[src/rtl/psqp_pkg.sv]
// Shared types and constants of the path segment to quadratic primitive converter.
// Holds the command codes, the internal job codes and the primitive kind codes.
// No dependencies.
package psqp_pkg;

    typedef enum logic [2:0] {
        ACT_MOVE  = 3'd0,
        ACT_LINE  = 3'd1,
        ACT_QUAD  = 3'd2,
        ACT_CUBIC = 3'd3,
        ACT_CLOSE = 3'd4
    } t_action;

    typedef enum logic [1:0] {
        OP_LINE  = 2'd0,
        OP_QUAD  = 2'd1,
        OP_CUBIC = 2'd2
    } t_op;

    localparam logic KIND_LINE = 1'b0;
    localparam logic KIND_QUAD = 1'b1;

    localparam int AX_X = 0;
    localparam int AX_Y = 1;

endpackage

[src/rtl/path_segments_to_quad_primitives.sv]
// Top level of the path segment to quadratic primitive converter.
// Instantiates psqp_front, psqp_fifo (twice) and psqp_back; depends on psqp_pkg.
//
//   Channel   Handshake          Payload
//   command   i_push / o_full    i_action, i_point{1,2,3}_{x,y}
//   primitive o_empty / i_pop    o_kind, o_begin_*, o_ctrl_*, o_finish_*, o_last
//
// A line, quad or close request yields one primitive and a cubic four; the emitter issues one
// primitive per cycle while the output queue has room. Moves and ignored requests yield nothing.
// The first primitive passes the job queue, the back pipeline and the output queue to the ports.
// Reset clears the pen state, queue pointers and pipeline valid bits; nothing is swept.
// The front stalls only when the job queue is full; the back stalls on a full output queue.
module path_segments_to_quad_primitives #(
    parameter int COORD_WIDTH = 24
) (
    input  logic                          i_clk,
    input  logic                          i_rst_n,
    input  logic                          i_push,
    output logic                          o_full,
    input  logic [2:0]                    i_action,
    input  logic signed [COORD_WIDTH-1:0] i_point1_x,
    input  logic signed [COORD_WIDTH-1:0] i_point1_y,
    input  logic signed [COORD_WIDTH-1:0] i_point2_x,
    input  logic signed [COORD_WIDTH-1:0] i_point2_y,
    input  logic signed [COORD_WIDTH-1:0] i_point3_x,
    input  logic signed [COORD_WIDTH-1:0] i_point3_y,
    output logic                          o_empty,
    input  logic                          i_pop,
    output logic                          o_kind,
    output logic signed [COORD_WIDTH-1:0] o_begin_x,
    output logic signed [COORD_WIDTH-1:0] o_begin_y,
    output logic signed [COORD_WIDTH-1:0] o_ctrl_x,
    output logic signed [COORD_WIDTH-1:0] o_ctrl_y,
    output logic signed [COORD_WIDTH-1:0] o_finish_x,
    output logic signed [COORD_WIDTH-1:0] o_finish_y,
    output logic                          o_last
);

    import psqp_pkg::*;

    localparam int JOB_W    = $bits(t_op) + 8 * COORD_WIDTH;
    localparam int PRIM_W   = 2 + 6 * COORD_WIDTH;
    localparam int JOB_DEP  = 4;
    localparam int PRIM_DEP = 4;

    typedef logic [1:0][COORD_WIDTH-1:0] t_pt;

    typedef struct packed {
        logic kind;
        t_pt  bgn;
        t_pt  ctl;
        t_pt  fin;
        logic last;
    } t_prim;

    logic              w_job_push;
    logic [JOB_W-1:0]  w_job_in;
    logic [JOB_W-1:0]  w_job_out;
    logic              w_job_empty;
    logic              w_job_pop;
    logic              w_prim_push;
    logic [PRIM_W-1:0] w_prim_in;
    logic              w_prim_full;
    t_prim             w_prim_out;

    psqp_front #(
        .CW (COORD_WIDTH)
    ) u_front (
        .i_clk      (i_clk),
        .i_rst_n    (i_rst_n),
        .i_push     (i_push),
        .i_action   (i_action),
        .i_point1_x (i_point1_x),
        .i_point1_y (i_point1_y),
        .i_point2_x (i_point2_x),
        .i_point2_y (i_point2_y),
        .i_point3_x (i_point3_x),
        .i_point3_y (i_point3_y),
        .i_full     (o_full),
        .o_push     (w_job_push),
        .o_job      (w_job_in)
    );

    psqp_fifo #(
        .WIDTH (JOB_W),
        .DEPTH (JOB_DEP)
    ) u_job_q (
        .i_clk   (i_clk),
        .i_rst_n (i_rst_n),
        .i_push  (w_job_push),
        .i_data  (w_job_in),
        .o_full  (o_full),
        .i_pop   (w_job_pop),
        .o_data  (w_job_out),
        .o_empty (w_job_empty)
    );

    psqp_back #(
        .CW (COORD_WIDTH)
    ) u_back (
        .i_clk       (i_clk),
        .i_rst_n     (i_rst_n),
        .i_job_valid (!w_job_empty),
        .i_job       (w_job_out),
        .o_job_pop   (w_job_pop),
        .i_prim_full (w_prim_full),
        .o_prim_push (w_prim_push),
        .o_prim      (w_prim_in)
    );

    psqp_fifo #(
        .WIDTH (PRIM_W),
        .DEPTH (PRIM_DEP)
    ) u_prim_q (
        .i_clk   (i_clk),
        .i_rst_n (i_rst_n),
        .i_push  (w_prim_push),
        .i_data  (w_prim_in),
        .o_full  (w_prim_full),
        .i_pop   (i_pop),
        .o_data  (w_prim_out),
        .o_empty (o_empty)
    );

    assign o_kind     = w_prim_out.kind;
    assign o_begin_x  = w_prim_out.bgn[AX_X];
    assign o_begin_y  = w_prim_out.bgn[AX_Y];
    assign o_ctrl_x   = w_prim_out.ctl[AX_X];
    assign o_ctrl_y   = w_prim_out.ctl[AX_Y];
    assign o_finish_x = w_prim_out.fin[AX_X];
    assign o_finish_y = w_prim_out.fin[AX_Y];
    assign o_last     = w_prim_out.last;

endmodule

[src/rtl/psqp_fifo.sv]
// Small first-in first-out queue built from flip-flops.
// Generic in width and depth; used between the front and the back and on the output.
// No package dependencies.
module psqp_fifo #(
    parameter int WIDTH = 8,
    parameter int DEPTH = 4
) (
    input  logic             i_clk,
    input  logic             i_rst_n,
    input  logic             i_push,
    input  logic [WIDTH-1:0] i_data,
    output logic             o_full,
    input  logic             i_pop,
    output logic [WIDTH-1:0] o_data,
    output logic             o_empty
);

    localparam int PW    = $clog2(DEPTH);
    localparam int CNT_W = $clog2(DEPTH + 1);

    logic [WIDTH-1:0] r_mem [DEPTH];
    logic [PW-1:0]    r_wr;
    logic [PW-1:0]    r_rd;
    logic [CNT_W-1:0] r_cnt;
    logic             w_push;
    logic             w_pop;

    assign o_full  = (r_cnt == CNT_W'(DEPTH));
    assign o_empty = (r_cnt == '0);
    assign o_data  = r_mem[r_rd];
    assign w_push  = i_push && !o_full;
    assign w_pop   = i_pop && !o_empty;

    always_ff @(posedge i_clk) begin
        if (!i_rst_n) begin
            r_wr  <= '0;
            r_rd  <= '0;
            r_cnt <= '0;
        end else begin
            if (w_push) begin
                r_wr <= (r_wr == PW'(DEPTH - 1)) ? '0 : r_wr + 1'b1;
            end
            if (w_pop) begin
                r_rd <= (r_rd == PW'(DEPTH - 1)) ? '0 : r_rd + 1'b1;
            end
            if (w_push && !w_pop) begin
                r_cnt <= r_cnt + 1'b1;
            end else if (w_pop && !w_push) begin
                r_cnt <= r_cnt - 1'b1;
            end
        end
    end

    always_ff @(posedge i_clk) begin
        if (w_push) begin
            r_mem[r_wr] <= i_data;
        end
    end

    a_cnt_bound: assert property (@(posedge i_clk) disable iff (!i_rst_n)
        r_cnt <= CNT_W'(DEPTH))
        else $error("queue count above depth");

    a_cnt_track: assert property (@(posedge i_clk) disable iff (!i_rst_n)
        (w_push && !w_pop) |=> (r_cnt == $past(r_cnt) + 1'b1))
        else $error("queue count did not follow a lone push");

    a_cnt_drop: assert property (@(posedge i_clk) disable iff (!i_rst_n)
        (w_pop && !w_push) |=> (r_cnt == $past(r_cnt) - 1'b1))
        else $error("queue count did not follow a lone pop");

endmodule

[src/rtl/psqp_front.sv]
// Front part: accepts path commands, keeps the pen, contour start and pen-down flag,
// and turns each drawing command given while the pen is down into one job for the back part.
// Depends on psqp_pkg.
module psqp_front #(
    parameter int CW = 24
) (
    input  logic                                       i_clk,
    input  logic                                       i_rst_n,
    input  logic                                       i_push,
    input  logic [2:0]                                 i_action,
    input  logic [CW-1:0]                              i_point1_x,
    input  logic [CW-1:0]                              i_point1_y,
    input  logic [CW-1:0]                              i_point2_x,
    input  logic [CW-1:0]                              i_point2_y,
    input  logic [CW-1:0]                              i_point3_x,
    input  logic [CW-1:0]                              i_point3_y,
    input  logic                                       i_full,
    output logic                                       o_push,
    output logic [$bits(psqp_pkg::t_op)+8*CW-1:0]      o_job
);

    import psqp_pkg::*;

    typedef logic [1:0][CW-1:0] t_pt;

    typedef struct packed {
        t_op op;
        t_pt p0;
        t_pt p1;
        t_pt p2;
        t_pt p3;
    } t_job;

    t_pt  r_pen;
    t_pt  r_start;
    logic r_down;
    t_pt  n_pen;
    t_pt  n_start;
    logic n_down;
    t_pt  w_pt1;
    t_pt  w_pt2;
    t_pt  w_pt3;
    t_job w_job;
    logic w_acc;

    assign w_acc = i_push && !i_full;

    always_comb begin
        w_pt1[AX_X] = i_point1_x;
        w_pt1[AX_Y] = i_point1_y;
        w_pt2[AX_X] = i_point2_x;
        w_pt2[AX_Y] = i_point2_y;
        w_pt3[AX_X] = i_point3_x;
        w_pt3[AX_Y] = i_point3_y;
    end

    always_comb begin
        n_pen    = r_pen;
        n_start  = r_start;
        n_down   = r_down;
        o_push   = 1'b0;
        w_job    = '0;
        w_job.op = OP_LINE;
        w_job.p0 = r_pen;
        if (w_acc) begin
            case (i_action)
                ACT_MOVE: begin
                    n_pen   = w_pt1;
                    n_start = w_pt1;
                    n_down  = 1'b1;
                end
                ACT_LINE: begin
                    if (r_down) begin
                        o_push   = 1'b1;
                        w_job.p3 = w_pt1;
                        n_pen    = w_pt1;
                    end
                end
                ACT_QUAD: begin
                    if (r_down) begin
                        o_push   = 1'b1;
                        w_job.op = OP_QUAD;
                        w_job.p1 = w_pt1;
                        w_job.p3 = w_pt2;
                        n_pen    = w_pt2;
                    end
                end
                ACT_CUBIC: begin
                    if (r_down) begin
                        o_push   = 1'b1;
                        w_job.op = OP_CUBIC;
                        w_job.p1 = w_pt1;
                        w_job.p2 = w_pt2;
                        w_job.p3 = w_pt3;
                        n_pen    = w_pt3;
                    end
                end
                ACT_CLOSE: begin
                    if (r_down) begin
                        o_push   = 1'b1;
                        w_job.p3 = r_start;
                        n_pen    = r_start;
                        n_down   = 1'b0;
                    end
                end
                default: begin
                end
            endcase
        end
    end

    assign o_job = w_job;

    always_ff @(posedge i_clk) begin
        if (!i_rst_n) begin
            r_pen   <= '0;
            r_start <= '0;
            r_down  <= 1'b0;
        end else begin
            r_pen   <= n_pen;
            r_start <= n_start;
            r_down  <= n_down;
        end
    end

endmodule

[src/rtl/psqp_back.sv]
// Back part: a six-stage midpoint pipeline that splits cubic jobs into four quadratics,
// and an emitter stage that issues one primitive per cycle to the output queue while it has room.
// Depends on psqp_pkg.
module psqp_back #(
    parameter int CW = 24
) (
    input  logic                                   i_clk,
    input  logic                                   i_rst_n,
    input  logic                                   i_job_valid,
    input  logic [$bits(psqp_pkg::t_op)+8*CW-1:0]  i_job,
    output logic                                   o_job_pop,
    input  logic                                   i_prim_full,
    output logic                                   o_prim_push,
    output logic [2+6*CW-1:0]                      o_prim
);

    import psqp_pkg::*;

    typedef logic [1:0][CW-1:0] t_pt;

    typedef struct packed {
        t_op op;
        t_pt p0;
        t_pt p1;
        t_pt p2;
        t_pt p3;
    } t_job;

    typedef struct packed {
        logic kind;
        t_pt  bgn;
        t_pt  ctl;
        t_pt  fin;
        logic last;
    } t_prim;

    localparam logic [1:0] PH_LAST = 2'd3;

    function automatic logic [CW-1:0] f_half(input logic [CW-1:0] a, input logic [CW-1:0] b);
        logic [CW:0] s;
        s = {a[CW-1], a} + {b[CW-1], b};
        return s[CW:1];
    endfunction

    t_job  w_job;
    t_prim w_prim;

    logic r_v1, r_v2, r_v3, r_v4, r_v5, r_v6;
    logic w_rdy1, w_rdy2, w_rdy3, w_rdy4, w_rdy5, w_rdy6;
    logic w_emit;
    logic w_done;
    logic [1:0] r_ph;

    t_op r_op1, r_op2, r_op3, r_op4, r_op5, r_op6;
    t_pt r_p0_1, r_p0_2, r_p0_3, r_p0_4, r_p0_5, r_p0_6;
    t_pt r_p1_1, r_p1_2, r_p1_3, r_p1_4, r_p1_5, r_p1_6;
    t_pt r_p3_1, r_p3_2, r_p3_3, r_p3_4, r_p3_5, r_p3_6;

    t_pt r_m01_1, r_m12_1, r_m23_1;
    t_pt r_m01_2, r_m23_2, r_m001_2, r_m233_2, r_m0112_2, r_m1223_2;
    t_pt r_a_3, r_d_3, r_bb_3, r_m0112_3, r_m1223_3;
    t_pt r_a_4, r_d_4, r_bb_4, r_lb_4, r_rb_4, r_m0112_4, r_m1223_4;
    t_pt r_a_5, r_d_5, r_bb_5, r_b_5, r_c_5;
    t_pt r_a_6, r_b_6, r_bb_6, r_c_6, r_d_6, r_q1_6, r_q5_6;

    assign w_job = i_job;

    assign w_emit = r_v6 && !i_prim_full;
    assign w_done = w_emit && ((r_op6 != OP_CUBIC) || (r_ph == PH_LAST));
    assign w_rdy6 = !r_v6 || w_done;
    assign w_rdy5 = !r_v5 || w_rdy6;
    assign w_rdy4 = !r_v4 || w_rdy5;
    assign w_rdy3 = !r_v3 || w_rdy4;
    assign w_rdy2 = !r_v2 || w_rdy3;
    assign w_rdy1 = !r_v1 || w_rdy2;
    assign o_job_pop = i_job_valid && w_rdy1;

    always_ff @(posedge i_clk) begin
        if (!i_rst_n) begin
            r_v1 <= 1'b0;
            r_v2 <= 1'b0;
            r_v3 <= 1'b0;
            r_v4 <= 1'b0;
            r_v5 <= 1'b0;
            r_v6 <= 1'b0;
            r_ph <= '0;
        end else begin
            if (w_rdy1) begin
                r_v1 <= i_job_valid;
            end
            if (w_rdy2) begin
                r_v2 <= r_v1;
            end
            if (w_rdy3) begin
                r_v3 <= r_v2;
            end
            if (w_rdy4) begin
                r_v4 <= r_v3;
            end
            if (w_rdy5) begin
                r_v5 <= r_v4;
            end
            if (w_rdy6) begin
                r_v6 <= r_v5;
            end
            if (w_done) begin
                r_ph <= '0;
            end else if (w_emit) begin
                r_ph <= r_ph + 1'b1;
            end
        end
    end

    always_ff @(posedge i_clk) begin
        if (w_rdy1) begin
            r_op1  <= w_job.op;
            r_p0_1 <= w_job.p0;
            r_p1_1 <= w_job.p1;
            r_p3_1 <= w_job.p3;
            for (int k = 0; k < 2; k++) begin
                r_m01_1[k] <= f_half(w_job.p0[k], w_job.p1[k]);
                r_m12_1[k] <= f_half(w_job.p1[k], w_job.p2[k]);
                r_m23_1[k] <= f_half(w_job.p2[k], w_job.p3[k]);
            end
        end
        if (w_rdy2) begin
            r_op2     <= r_op1;
            r_p0_2    <= r_p0_1;
            r_p1_2    <= r_p1_1;
            r_p3_2    <= r_p3_1;
            r_m01_2   <= r_m01_1;
            r_m23_2   <= r_m23_1;
            for (int k = 0; k < 2; k++) begin
                r_m001_2[k]  <= f_half(r_p0_1[k], r_m01_1[k]);
                r_m233_2[k]  <= f_half(r_m23_1[k], r_p3_1[k]);
                r_m0112_2[k] <= f_half(r_m01_1[k], r_m12_1[k]);
                r_m1223_2[k] <= f_half(r_m12_1[k], r_m23_1[k]);
            end
        end
        if (w_rdy3) begin
            r_op3     <= r_op2;
            r_p0_3    <= r_p0_2;
            r_p1_3    <= r_p1_2;
            r_p3_3    <= r_p3_2;
            r_m0112_3 <= r_m0112_2;
            r_m1223_3 <= r_m1223_2;
            for (int k = 0; k < 2; k++) begin
                r_a_3[k]  <= f_half(r_m001_2[k], r_m01_2[k]);
                r_d_3[k]  <= f_half(r_m23_2[k], r_m233_2[k]);
                r_bb_3[k] <= f_half(r_m0112_2[k], r_m1223_2[k]);
            end
        end
        if (w_rdy4) begin
            r_op4     <= r_op3;
            r_p0_4    <= r_p0_3;
            r_p1_4    <= r_p1_3;
            r_p3_4    <= r_p3_3;
            r_a_4     <= r_a_3;
            r_d_4     <= r_d_3;
            r_bb_4    <= r_bb_3;
            r_m0112_4 <= r_m0112_3;
            r_m1223_4 <= r_m1223_3;
            for (int k = 0; k < 2; k++) begin
                r_lb_4[k] <= f_half(r_m0112_3[k], r_bb_3[k]);
                r_rb_4[k] <= f_half(r_bb_3[k], r_m1223_3[k]);
            end
        end
        if (w_rdy5) begin
            r_op5  <= r_op4;
            r_p0_5 <= r_p0_4;
            r_p1_5 <= r_p1_4;
            r_p3_5 <= r_p3_4;
            r_a_5  <= r_a_4;
            r_d_5  <= r_d_4;
            r_bb_5 <= r_bb_4;
            for (int k = 0; k < 2; k++) begin
                r_b_5[k] <= f_half(r_m0112_4[k], r_lb_4[k]);
                r_c_5[k] <= f_half(r_rb_4[k], r_m1223_4[k]);
            end
        end
        if (w_rdy6) begin
            r_op6  <= r_op5;
            r_p0_6 <= r_p0_5;
            r_p1_6 <= r_p1_5;
            r_p3_6 <= r_p3_5;
            r_a_6  <= r_a_5;
            r_b_6  <= r_b_5;
            r_bb_6 <= r_bb_5;
            r_c_6  <= r_c_5;
            r_d_6  <= r_d_5;
            for (int k = 0; k < 2; k++) begin
                r_q1_6[k] <= f_half(r_a_5[k], r_b_5[k]);
                r_q5_6[k] <= f_half(r_c_5[k], r_d_5[k]);
            end
        end
    end

    always_comb begin
        w_prim.kind = KIND_QUAD;
        w_prim.bgn  = r_p0_6;
        w_prim.ctl  = r_p1_6;
        w_prim.fin  = r_p3_6;
        w_prim.last = 1'b1;
        case (r_op6)
            OP_LINE: begin
                w_prim.kind = KIND_LINE;
            end
            OP_QUAD: begin
                w_prim.kind = KIND_QUAD;
            end
            OP_CUBIC: begin
                w_prim.last = (r_ph == PH_LAST);
                case (r_ph)
                    2'd0: begin
                        w_prim.ctl = r_a_6;
                        w_prim.fin = r_q1_6;
                    end
                    2'd1: begin
                        w_prim.bgn = r_q1_6;
                        w_prim.ctl = r_b_6;
                        w_prim.fin = r_bb_6;
                    end
                    2'd2: begin
                        w_prim.bgn = r_bb_6;
                        w_prim.ctl = r_c_6;
                        w_prim.fin = r_q5_6;
                    end
                    default: begin
                        w_prim.bgn = r_q5_6;
                        w_prim.ctl = r_d_6;
                    end
                endcase
            end
            default: begin
                w_prim.kind = KIND_LINE;
            end
        endcase
    end

    assign o_prim_push = w_emit;
    assign o_prim      = w_prim;

    a_ph_cubic: assert property (@(posedge i_clk) disable iff (!i_rst_n)
        (r_ph != '0) |-> (r_v6 && (r_op6 == OP_CUBIC)))
        else $error("split phase set without a cubic in the emitter");

    a_ph_wrap: assert property (@(posedge i_clk) disable iff (!i_rst_n)
        (w_emit && (r_ph == PH_LAST)) |=> (r_ph == '0))
        else $error("split phase did not return to zero after the last quadratic");

    a_emit_hold: assert property (@(posedge i_clk) disable iff (!i_rst_n)
        (r_v6 && i_prim_full) |=> (r_v6 && $stable(r_ph)))
        else $error("emitter lost its request while the output queue was full");

endmodule

[config.mk]
export PLATFORM = sky130hd
export DESIGN_NAME = path_segments_to_quad_primitives
export DESIGN_NICKNAME = d
export VERILOG_FILES = /design/src/rtl/psqp_pkg.sv /design/src/rtl/path_segments_to_quad_primitives.sv /design/src/rtl/psqp_fifo.sv /design/src/rtl/psqp_front.sv /design/src/rtl/psqp_back.sv
export SDC_FILE = /design/constraint.sdc
export NUM_CORES = 2
export LEC_CHECK = 0
export BUFFER_PORTS_ARGS = -buffer_cell sky130_fd_sc_hd__buf_2
export CAP_MARGIN = 10
export CORE_AREA = 5 5 747 564
export DETAILED_ROUTE_END_ITERATION = 10
export DIE_AREA = 0 0 752 569
export GPL_TIMING_DRIVEN = 0
export SYNTH_ARGS = -nofsm -noshare
export SYNTH_HDL_FRONTEND = slang
export SYNTH_SLANG_ARGS = --single-unit
[constraint.sdc]
create_clock -name i_clk -period 16.34 [get_ports i_clk]
set_input_delay 2.451 -clock i_clk [delete_from_list [all_inputs] [get_ports i_clk]]
set_output_delay 2.451 -clock i_clk [all_outputs]
set_load 0.005 [all_outputs]
==> impl_results.md <==
* Status: complete, no violations
* Setup Fix Bufs, Post-CTS at 0
* Syn avg cell area at about 16 µm²
* DR iter-0 viols at 9951
* Row cnt at 205
* Endpoints failing setup at 0
* Unrepaired setup endpoints after global routing: no
* Yosys Warn Count at 0
* Maximum Capacitance Violations at 0
* Setup WS pre-CTS at 9.87 ns
* Die Area at 428000 µm²
* Reg clk slew, reported paths at 0.06 ns
* Yosys reg bits at 3943
* CTS tree: yes
* Final Skew at 0.0463 ns
* Largest Register: u_job_q.r_mem
* Core Region at 413000 µm²
* Most frequent cells in the layout: 3820 x edfxtp_1, 753 x ha_1, 663 x nand2_1, 604 x a21oi_1, 472 x o21ai_0
* GRT Total Usage at 20.1%
* Vias/cell at 5.56
* Post-CTS Resized at 0
* Largest net degree at the start of global routing at ~130
* Synth async-reset ratio at 0%
* Crit path max fanout at 10
* Slew Viols, Final at 0
* CTS Buf Count at 399
* DR WL/cell at ~25 µm
* Clk sinks at between 3000 and 4000
* Vias in the first global route at roughly 93000
* Number of flip-flops in the largest register at between 700 and 800
* VDD IR max at 0.106 mV
* Commonest non-fill, non-tap cell in the layout: edfxtp_1
* Routed Antenna Nets at 0
* Leakage power at 0.0719 µW
* Layout Utilization at between 40% and 50%
* Port bufs at 296
* R2R cell count at 14
* Via count at just under 100k
* Post-Syn Instances at 10700
* Final WL at 440 mm
* Root buf cell: clkbuf_16
* First-pass GRT wire length at 630 mm
* Height of the die at approximately 570 µm
* Clock tree buffer depth at 4
* Crit path required time at 13.89 ns
* Post-Syn Nets at 11600
* Hold-critical path depth at 0
* Drt pass-1 iters at 7
* Cts hold-fix bufs at 0
* Worst Setup Path Type: flop to primary output
* Post-synth EDFFs at 3820
* Post-Layout Cell Count at 17300
* Largest regs: u_job_q.r_mem (776), u_prim_q.r_mem (584)
* Total grt overflow at 0
* Residual DRC at 0
* Max-Slew Margin vs Limit at between 10% and 20%
* H-Tree Depth at 5
* Ports at 299
* CP Capture Type: primary output
* Fin crit period at 6.11 ns
* Final worst slack at 10.23 ns
* Layout area overhead at 13.9%
* Fraction of layout instances using a drive strength above 1 at 12.6%
* Initial Util at approximately two fifths
* Gpl congestion at 0.895
* Fmax at 164 MHz
* Nets at 12400
* Sequential area share after synthesis at about 70%
* DP Cell Count at ~17000
* Synthesized cell area at 169000 µm²
* Width of the die at 752 µm
* Final Hold Viols at 0
* Hold crit path type: flop to flop
* Fillers at 35000
* Smallest hold slack at 0.385 ns
* Tcrit/Tclk final at 37.4%
* CP Data Arrival Time at approximately 3.7 ns
* Worst slew pin tran at 1.26 ns
* Setup_tns at 0 ns
* Pwr per Cell Area at 221 nW/µm²
* Distinct cells, synth at 93
* Initial antenna violation count at between 100 and 150
* Dpl hpwl at 337 mm
* Skew-Pair Late Insertion Delay at between 0.9 and 1 ns
* Main flop type after synthesis: edfxtp_1
* Worst setup SP type: flop
[where the power goes]
part / switching, µW / leakage, µW / internal, µW
Combinational: 9020 / 0.0246 / 6330
Sequential: 2210 / 0.0408 / 15700
Clock: 3840 / 0.00655 / 5470
[cell families (layout without fill, tap and decap cells)]
logic type      Yosys count  count (layout)  share of synthesized area, %
other cells               0              26                             0
buf+inv                 581            1671                          1.30
flops                  3943            3943                          69.5
mux                     455             455                          5.26
compound gates         2338            2338                          9.28
simple gates           1961            1961                          5.56
fa+ha+maj               787             787                          5.99
xor+xnor                607             607                          3.15
[cell type report]
type                            instances  area, µm²  share of cell area [%]
Clock buffer                          476      10700                    5.55
Antenna cell                           26       65.1                  0.0339
Buffer                                290       1110                   0.577
Clock inverter                        261       2800                    1.46
Multi-Input combinational cell       6148      49400                    25.7
Inverter                              291       1120                   0.584
Tap cell                             5485       6860                    3.57
Sequential cell                      3943     117000                    61.0
Timing Repair Buffer                  353       2950                    1.53
[routing by layer]
| metal | up-vias | global-route usage, % | part of all wire (%) | routed length, µm |
|---|---|---|---|---|
| li1 | 43500 | - | - | - |
| met1 | 48100 | 32.9 | 49 | 216000 |
| met2 | 3711 | 27.5 | 40 | 176000 |
| met3 | 620 | 3.37 | 8.3 | 36700 |
| met4 | 50 | 4.68 | 2.4 | 10500 |
| met5 | - | 0 | 0.072 | 318 |
[cells in the mapped netlist (all sizes together), types with 96 or more instances]
| master | number | area (µm²) |
|---|---|---|
| a21o | 325 | 2440 |
| a21oi | 612 | 3090 |
| a222oi | 96 | 961 |
| and3 | 109 | 687 |
| clkbuf | 228 | 856 |
| dfxtp | 123 | 2460 |
| edfxtp | 3820 | 115000 |
| ha | 753 | 9420 |
| inv | 290 | 1090 |
| mux4 | 340 | 7660 |
| nand2 | 665 | 2500 |
| nand3 | 150 | 751 |
| nor2 | 429 | 1610 |
| nor2b | 115 | 719 |
| nor3 | 118 | 591 |
| o21ai | 485 | 2440 |
| xnor2 | 449 | 3930 |
| xor2 | 158 | 1380 |
[final timing paths]
| path | from | slack (ns) | end |
|---|---|---|---|
| max | flop | 10.23 | o_ctrl_y[14] |
| min | u_back.r_p0_2[14]$_DFFE_PP_ | 0.39 | u_back.r_p0_3[14]$_DFFE_PP_ |
| max reg2reg | flop | 10.44 | u_back.r_m23_1[47]$_DFFE_PN_ |
| min reg2reg | u_back.r_p0_2[14]$_DFFE_PP_ | 0.39 | u_back.r_p0_3[14]$_DFFE_PP_ |
[per-stage QoR]
stage                     area [µm²]  total power (µW)
after global placement        177000             32800
after floorplan               169000             27600
after detailed placement      179000             33200
after CTS                     192000             42600
final                         192000             42500
after global routing          192000             45000
[worst max-delay path, cell delays in order, from the launching register on]
cell      delay, ns
dfxtp_1        0.32
clkbuf_1       0.74
buf_1          0.81
mux4_2         0.67
buf_2          0.16
No activity file was read; power rests on OpenSTA's default activity.
